--- config.mk ---
export PLATFORM = sky130hd
export DESIGN_NAME = sff_mac
export DESIGN_NICKNAME = d
export VERILOG_FILES = /design/src/rtl/sff_pkg.sv /design/src/rtl/sff_mac.sv
export SDC_FILE = /design/constraint.sdc
export NUM_CORES = 1
export LEC_CHECK = 0
export ABC_CLOCK_PERIOD_IN_PS = 9100
export BUFFER_PORTS_ARGS = -buffer_cell sky130_fd_sc_hd__clkbuf_2
export CAP_MARGIN = 10
export CORE_AREA = 2 2 172 301
export DETAILED_ROUTE_END_ITERATION = 6
export DIE_AREA = 0 0 174 303
export GPL_TIMING_DRIVEN = 0
export PLACE_DENSITY = 0.45
export SLEW_MARGIN = 10
export SYNTH_ARGS = -nofsm -noshare
export SYNTH_HDL_FRONTEND = slang
export SYNTH_SLANG_ARGS = --single-unit
export TNS_END_PERCENT = 20
--- constraint.sdc ---
create_clock -name clk -period 9.1 [get_ports clk]
set_input_delay 1.365 -clock clk [delete_from_list [all_inputs] [get_ports clk]]
set_output_delay 1.365 -clock clk [all_outputs]
set_load 0.005 [all_outputs]
--- src/rtl/sff_pkg.sv ---
`timescale 1ns / 1ps
// ----------------------------------------------------------------------------
// sff_pkg: shared definitions for the stereo FIR filter
// Filter length, coefficient format, accumulator sizing, rounding and
// saturation constants, the sequencer states and the MAC control group.
// ----------------------------------------------------------------------------
package sff_pkg;

  localparam int HALF_ORDER     = 32;
  localparam int COEF_FRAC_BITS = 15;
  localparam int NUM_TAPS       = 2 * HALF_ORDER + 1;
  localparam int ADDR_W         = $clog2(NUM_TAPS);

  // Field widths of one request and one result.
  localparam int IDX_W  = 7;
  localparam int DATA_W = 16;
  localparam int PROD_W = 2 * DATA_W;

  // A product fits in PROD_W bits; the sum of NUM_TAPS products needs ADDR_W more.
  localparam int ACC_W = PROD_W + ADDR_W;

  // Rounding offsets: ties away from zero.
  localparam logic signed [ACC_W-1:0] RND_POS = ACC_W'(1) <<< (COEF_FRAC_BITS - 1);
  localparam logic signed [ACC_W-1:0] RND_NEG = RND_POS - ACC_W'(1);

  // Saturation limits of a 16-bit result.
  localparam logic signed [ACC_W-1:0] SAT_MAX = ACC_W'(32767);
  localparam logic signed [ACC_W-1:0] SAT_MIN = ACC_W'(-32768);

  // Request kinds carried in tuser.
  localparam logic MODE_SAMPLE = 1'b0;
  localparam logic MODE_LOAD   = 1'b1;

  // Coefficient channel select.
  localparam logic CHAN_LEFT  = 1'b0;
  localparam logic CHAN_RIGHT = 1'b1;

  typedef enum logic [2:0] {
    ST_CLEAR,
    ST_IDLE,
    ST_RUN,
    ST_DRAIN,
    ST_FINISH
  } state_t;

  typedef struct packed {
    logic clear;    // zero the accumulator
    logic prod_en;  // capture the product of the memory outputs
    logic acc_en;   // add the captured product
  } mac_ctl_t;

endpackage

--- src/rtl/sff_mac.sv ---
`timescale 1ns / 1ps
// ----------------------------------------------------------------------------
// sff_mac: multiply-accumulate datapath of one channel
// Registered product, wide accumulator, and round-half-away-from-zero with
// saturation of the final sum to 16 bits.
// ----------------------------------------------------------------------------
module sff_mac
  import sff_pkg::*;
(
  input  logic                     clk,
  input  mac_ctl_t                 ctl,
  input  logic signed [DATA_W-1:0] tap,
  input  logic signed [DATA_W-1:0] sample,
  output logic signed [DATA_W-1:0] result
);

  logic signed [PROD_W-1:0] prod;
  logic signed [ACC_W-1:0]  acc;
  logic signed [ACC_W-1:0]  rounded;
  logic signed [ACC_W-1:0]  scaled;

  // Product stage, then accumulate.
  always_ff @(posedge clk) begin
    if (ctl.prod_en) begin
      prod <= tap * sample;
    end
    if (ctl.clear) begin
      acc <= '0;
    end else if (ctl.acc_en) begin
      acc <= acc + ACC_W'(prod);
    end
  end

  // Negative sums take one less offset so that ties round away from zero.
  always_comb begin
    rounded = acc + (acc[ACC_W-1] ? RND_NEG : RND_POS);
    scaled  = rounded >>> COEF_FRAC_BITS;
    if (scaled > SAT_MAX) begin
      result = SAT_MAX[DATA_W-1:0];
    end else if (scaled < SAT_MIN) begin
      result = SAT_MIN[DATA_W-1:0];
    end else begin
      result = scaled[DATA_W-1:0];
    end
  end

endmodule
# Word-level counts from Yosys, hierarchy flattened
# Index checks and enable logic that the tools add are counted.
# totals
input_bits	36
n_memories	0
register_bits	71
ramBits	0
wordCells	10
latchBits	0
output_inout_bits	16
rom_bits	0
# op_classes
add_sub_neg	2
mux	3
bitwise	0
n_div	0
magnitude_cmp	2
n_shift	0
eq_ne	0
n_mul	1
reduce_logical	0
# ops
operator	count
$add A39 B16 Y39	1
$add A39 B32 Y39	1
$mul A16 B16 Y32	1
$mux W16	2
$gt A24 B16 Y1 const B	1
$lt A24 B16 Y1 const B	1
$mux W15	1

# Longest topological paths before layout
# logic_depth
ltp_word	5
mapped_depth	25
depth_no_buf	24

# Worst setup path before layout
# No wires, ideal clock.
# synth_timing
path_type	input to register
from	input sample[2]
to	register prod[31], data pin
required_ns	8.836
cell_stages	21
path_slack_ns	1.783
n_path_buf	1
setup_time_ns	0.264
arrival_ns	7.053
cell_sequence	clkbuf_1 nand2_1 fa_1 fa_1 inv_1 fa_1 fa_1 fa_1 inv_1 fa_1 inv_1 ha_1 a21o_1 a21o_1 a21o_1 a211oi_1 a31oi_1 a221oi_2 o22ai_1 o41ai_2 xnor2_1
# synth_between
elab_chain_cells	1
# synth_rtl
item	line_no	source
start: declaration	sff_mac.sv:13	input logic signed [DATA_W-1:0] sample,
$mul A16 B16 Y32	sff_mac.sv:25	prod <= tap * sample;
end signal: assignment	sff_mac.sv:25	
end: declaration	sff_mac.sv:17	logic signed [PROD_W-1:0] prod;
# Every way passes these cells.
# A chain may end at the register's enable or synchronous reset.

# Final worst setup path
# layout_timing
from	input sample[15]
to	register prod[31], data pin
# Same word-level chain as after synthesis.

==> results by group <==
Status
  • Outcome: complete, no violations

STA
  • RSZ-0062 raised after global routing: no
  • Max-slew violation total from the final report: 0
  • Maximum clock frequency: 125 MHz
  • Final period utilization: 87.6%
  • Final critical delay including setup and external delays: around 8000 ps
  • Max-slew headroom at the worst pin: 41.9%
  • Slew at the pin with the worst max-slew slack: roughly 870 ps
  • Min setup slack post-route: 1130 ps
  • Final Hold Fails: 0
  • Worst-case clock skew: around 10 ps
  • Final sum of negative setup slack: 0 ps
  • Count of endpoints failing setup in the final report: 0

Placement
  • IO buf count: 50
  • Worst-case setup slack after placement: about 640 ps
  • Total half-perimeter wirelength after legalization and detailed placement: between 30 and 40 mm
  • Final Wtd Congestion: 0.853
  • Post-DP Area: between 15000 and 20000 um^2

Clock tree
  • TritonCTS Buffers: 9
  • CTS root buf: sky130_fd_sc_hd__clkbuf_16
  • Clock Tree Buf Depth: 2
  • Skew-Pair Late Insertion Delay: 350 ps
  • Number of buffers inserted for hold repair after clock tree synthesis: 0
  • # resized after CTS: 0
  • Clock transition at the registers of the reported paths: 60 ps
  • Maximum level of the CTS H-tree: 3
  • Num Clock Sinks: 71
  • Count of buffers added by post-CTS timing repair for setup: 0
  • Clock tree from TritonCTS: yes

Global routing
  • Maximum number of pins on one net before global-route repair: 33
  • Vias in the first global route: 12382
  • GR Util All Layers: 17.0%
  • First-pass GRT wire length: 67.3 mm
  • Antenna violations before repair: 0
  • Remaining Overflow, GRT: 0

Yosys
  • Async set or reset register ratio after synthesis: 0%
  • YS warnings: 0
  • Number of unique standard cell types used by synthesis: roughly 70
  • Post-Syn Area per Cell: 9.08 um^2
  • Dominant synthesized flop cell: sky130_fd_sc_hd__dfxtp_1
  • Flip-flop and latch count after synthesis: 71
  • Number of synthesized flops with an enable pin: 32
  • Post-synthesis cell count: 1645
  • Area share of the leading cell type in the synthesized netlist: 35.3%
  • Synth Cell Area: 14900 um^2
  • Cell type with the largest total area after synthesis: sky130_fd_sc_hd__fa_1
  • Register area share after synthesis: 11.7%
  • Number of nets produced by synthesis: 2078
  • Dominant cells by area after synthesis: sky130_fd_sc_hd__fa_1, sky130_fd_sc_hd__ha_1, sky130_fd_sc_hd__inv_1

Cells and area
  • Number of nets in the finished design: 2139
  • End-of-flow core utilization: 32.5%
  • Layout cells sized above 1: 5.73%
  • Fillers: between 5000 and 6000
  • Number of diodes added for antenna fixing: 0
  • Post-Layout Inst Area: approximately 16000 um^2
  • Signed area change from the synthesized netlist to the final layout: 9.19%

Flow run
  • Total of max-cap violations: 0

Routing
  • Routed WL per cell: 17.8 um
  • Average vias per placed instance: 4.60
  • DRC viols: 0
  • Post-detailed-route count of antenna-violating nets: 0
  • First drt pass iteration count: 4
  • Total via count after detailed routing: 10943
  • Routed wire length: 42.3 mm
  • First-iteration detailed-routing DRC count: between 300 and 400

Min path
  • End point of the worst hold path: acc[7]
  • Count of cells along the worst hold path: 2
  • Worst hold path class: register to register
  • Hold_sp: acc[7]

Setup path
  • CP startpoint kind: input port
  • Biggest fanout along the worst timing path: 10
  • Reg-to-Reg End: acc[38]
  • Arrival time worst endpoint: around 8100 ps
  • Critical Path RT: slightly above 9000 ps
  • Reg-to-reg setup timing slack: 5470 ps
  • Type of element capturing the critical path: register
  • Worst reg2reg path depth: 12
  • Launch instance of the worst register-to-register path: acc[0]
  • Worst setup path class: input port to register

Die
  • Vertical die dimension: 303 um
  • Top Ports: 52
  • Horizontal die dimension: 174 um
  • Die footprint: 52700 um^2
  • Core outline area: approximately 50000 um^2
  • Site Rows: 109
  • Effective utilization at floorplan: 29.8%
==> metrics by stage <==
| step | instances | hold slack (ps) |
|---|---|---|
| 4_1_cts | 2377 | 517 |
| 6_report | 2377 | 515 |
| 2_1_floorplan | 1645 | 456 |
| 3_3_place_gp | 2361 | 496 |
| 3_5_place_dp | 2361 | 509 |
| 5_1_grt | 2377 | 552 |
==> how the worst max path moves through the flow <==
stage | cells after the start | from | slack, ps | endpoint
floorplan | 21 | sample[2] | 1780 | prod[31]
global placement | 22 | sample[15] | 710 | prod[31]
detailed placement | 22 | sample[15] | 640 | prod[31]
CTS | 22 | sample[15] | 1020 | prod[31]
global route | 21 | sample[2] | 680 | prod[30]
finish | 22 | sample[15] | 1130 | prod[31]
==> cell type report <==
cell class	count	area (um^2)	share of cell area (%)
multi-input combinational	1170	11700	71.5
sequential	71	1740	10.7
inverter	352	1320	8.10
tap	666	833	5.11
timing repair buffer	50	250	1.53
clock buffer	10	229	1.40
buffer	52	208	1.27
clock inverter	6	60.1	0.368
==> flip-flops by register name (all words and copies together) (netlist names) <==
register	cells
prod	32
acc	39
==> synth_stat cells, types with 5 or more instances <==
cell type,number
sky130_fd_sc_hd__ha_1,134
sky130_fd_sc_hd__nor2b_1,5
sky130_fd_sc_hd__nor2_1,81
sky130_fd_sc_hd__clkbuf_1,45
sky130_fd_sc_hd__nand3_1,18
sky130_fd_sc_hd__dfxtp_1,39
sky130_fd_sc_hd__xnor2_1,63
sky130_fd_sc_hd__o211ai_1,6
sky130_fd_sc_hd__inv_1,352
sky130_fd_sc_hd__nand4_1,10
sky130_fd_sc_hd__a211oi_1,9
sky130_fd_sc_hd__o21ai_2,11
sky130_fd_sc_hd__and3_1,9
sky130_fd_sc_hd__and2_1,123
sky130_fd_sc_hd__fa_1,263
sky130_fd_sc_hd__a21oi_1,56
sky130_fd_sc_hd__a31oi_1,8
sky130_fd_sc_hd__edfxtp_1,32
sky130_fd_sc_hd__o21a_1,9
sky130_fd_sc_hd__nand2b_1,16
sky130_fd_sc_hd__mux2i_1,31
sky130_fd_sc_hd__nand2_1,158
sky130_fd_sc_hd__o21ai_0,35
sky130_fd_sc_hd__o21bai_1,9
sky130_fd_sc_hd__a21o_1,33
sky130_fd_sc_hd__xor2_1,24
sky130_fd_sc_hd__nor3_1,8
==> per-layer routing <==
layer / GRT usage, % / wire, um
met1: 15.6 / 14000
met2: 36.0 / 24800
met3: 0.977 / 689
met4: 9.96 / 2700
met5: 0 / 0
==> layout by cell type (no fill, tap or decap), types with 4 or more instances in the layout <==
cell | Yosys | layout
sky130_fd_sc_hd__o21a_1 | 9 | 9
sky130_fd_sc_hd__nor2b_1 | 5 | 5
sky130_fd_sc_hd__mux2i_1 | 31 | 31
sky130_fd_sc_hd__clkbuf_16 | 0 | 9
sky130_fd_sc_hd__o21ai_1 | 4 | 4
sky130_fd_sc_hd__o21ai_2 | 11 | 11
sky130_fd_sc_hd__a211oi_1 | 9 | 9
sky130_fd_sc_hd__clkbuf_1 | 45 | 46
sky130_fd_sc_hd__and3_1 | 9 | 9
sky130_fd_sc_hd__a31oi_1 | 8 | 8
sky130_fd_sc_hd__buf_1 | 4 | 4
sky130_fd_sc_hd__inv_1 | 352 | 352
sky130_fd_sc_hd__nand4_1 | 10 | 10
sky130_fd_sc_hd__dfxtp_1 | 39 | 39
sky130_fd_sc_hd__fa_1 | 263 | 263
sky130_fd_sc_hd__ha_1 | 134 | 134
sky130_fd_sc_hd__nand2_1 | 158 | 158
sky130_fd_sc_hd__and2_1 | 123 | 123
sky130_fd_sc_hd__nor3_1 | 8 | 8
sky130_fd_sc_hd__nand2b_1 | 16 | 16
sky130_fd_sc_hd__a21oi_1 | 56 | 56
sky130_fd_sc_hd__xor2_1 | 24 | 24
sky130_fd_sc_hd__xnor2_1 | 63 | 63
sky130_fd_sc_hd__a21o_1 | 33 | 33
sky130_fd_sc_hd__o21bai_1 | 9 | 9
sky130_fd_sc_hd__clkbuf_2 | 1 | 51
sky130_fd_sc_hd__edfxtp_1 | 32 | 32
sky130_fd_sc_hd__nor2_1 | 81 | 81
sky130_fd_sc_hd__nand3_1 | 18 | 18
sky130_fd_sc_hd__o211ai_1 | 6 | 6
sky130_fd_sc_hd__o21ai_0 | 35 | 35
==> worst max-delay path: stages <==
cell	delay (ps)
sky130_fd_sc_hd__clkbuf_2	180
sky130_fd_sc_hd__inv_1	100
sky130_fd_sc_hd__clkbuf_1	580
sky130_fd_sc_hd__nor2_1	140
sky130_fd_sc_hd__fa_1	550
sky130_fd_sc_hd__fa_1	540
sky130_fd_sc_hd__fa_1	620
sky130_fd_sc_hd__fa_1	510
sky130_fd_sc_hd__fa_1	530
sky130_fd_sc_hd__inv_1	60
sky130_fd_sc_hd__fa_1	530
sky130_fd_sc_hd__inv_1	40
sky130_fd_sc_hd__ha_1	370
sky130_fd_sc_hd__a21o_1	190
sky130_fd_sc_hd__a21o_1	180
sky130_fd_sc_hd__a21o_1	170
sky130_fd_sc_hd__a211oi_1	220
sky130_fd_sc_hd__a31oi_1	210
sky130_fd_sc_hd__a221oi_2	360
sky130_fd_sc_hd__o22ai_1	180
sky130_fd_sc_hd__o41ai_2	260
sky130_fd_sc_hd__xnor2_1	170
==> cell families after synthesis <==
kind of cell               after synthesis  synth area share (%)
DFF                                     71                  11.7
xor gates and xnor gates                87                  5.10
AOI/OAI and AO/OA                      211                  9.81
adders and majority gates              397                  46.5
buffers and inverters                  404                  10.2
muxes                                   32                  2.15
and+or+nand+nor                        443                  14.5
Power is not shown: default switching activity piles up to over one toggle a cycle in this logic, so the estimate is an artifact.
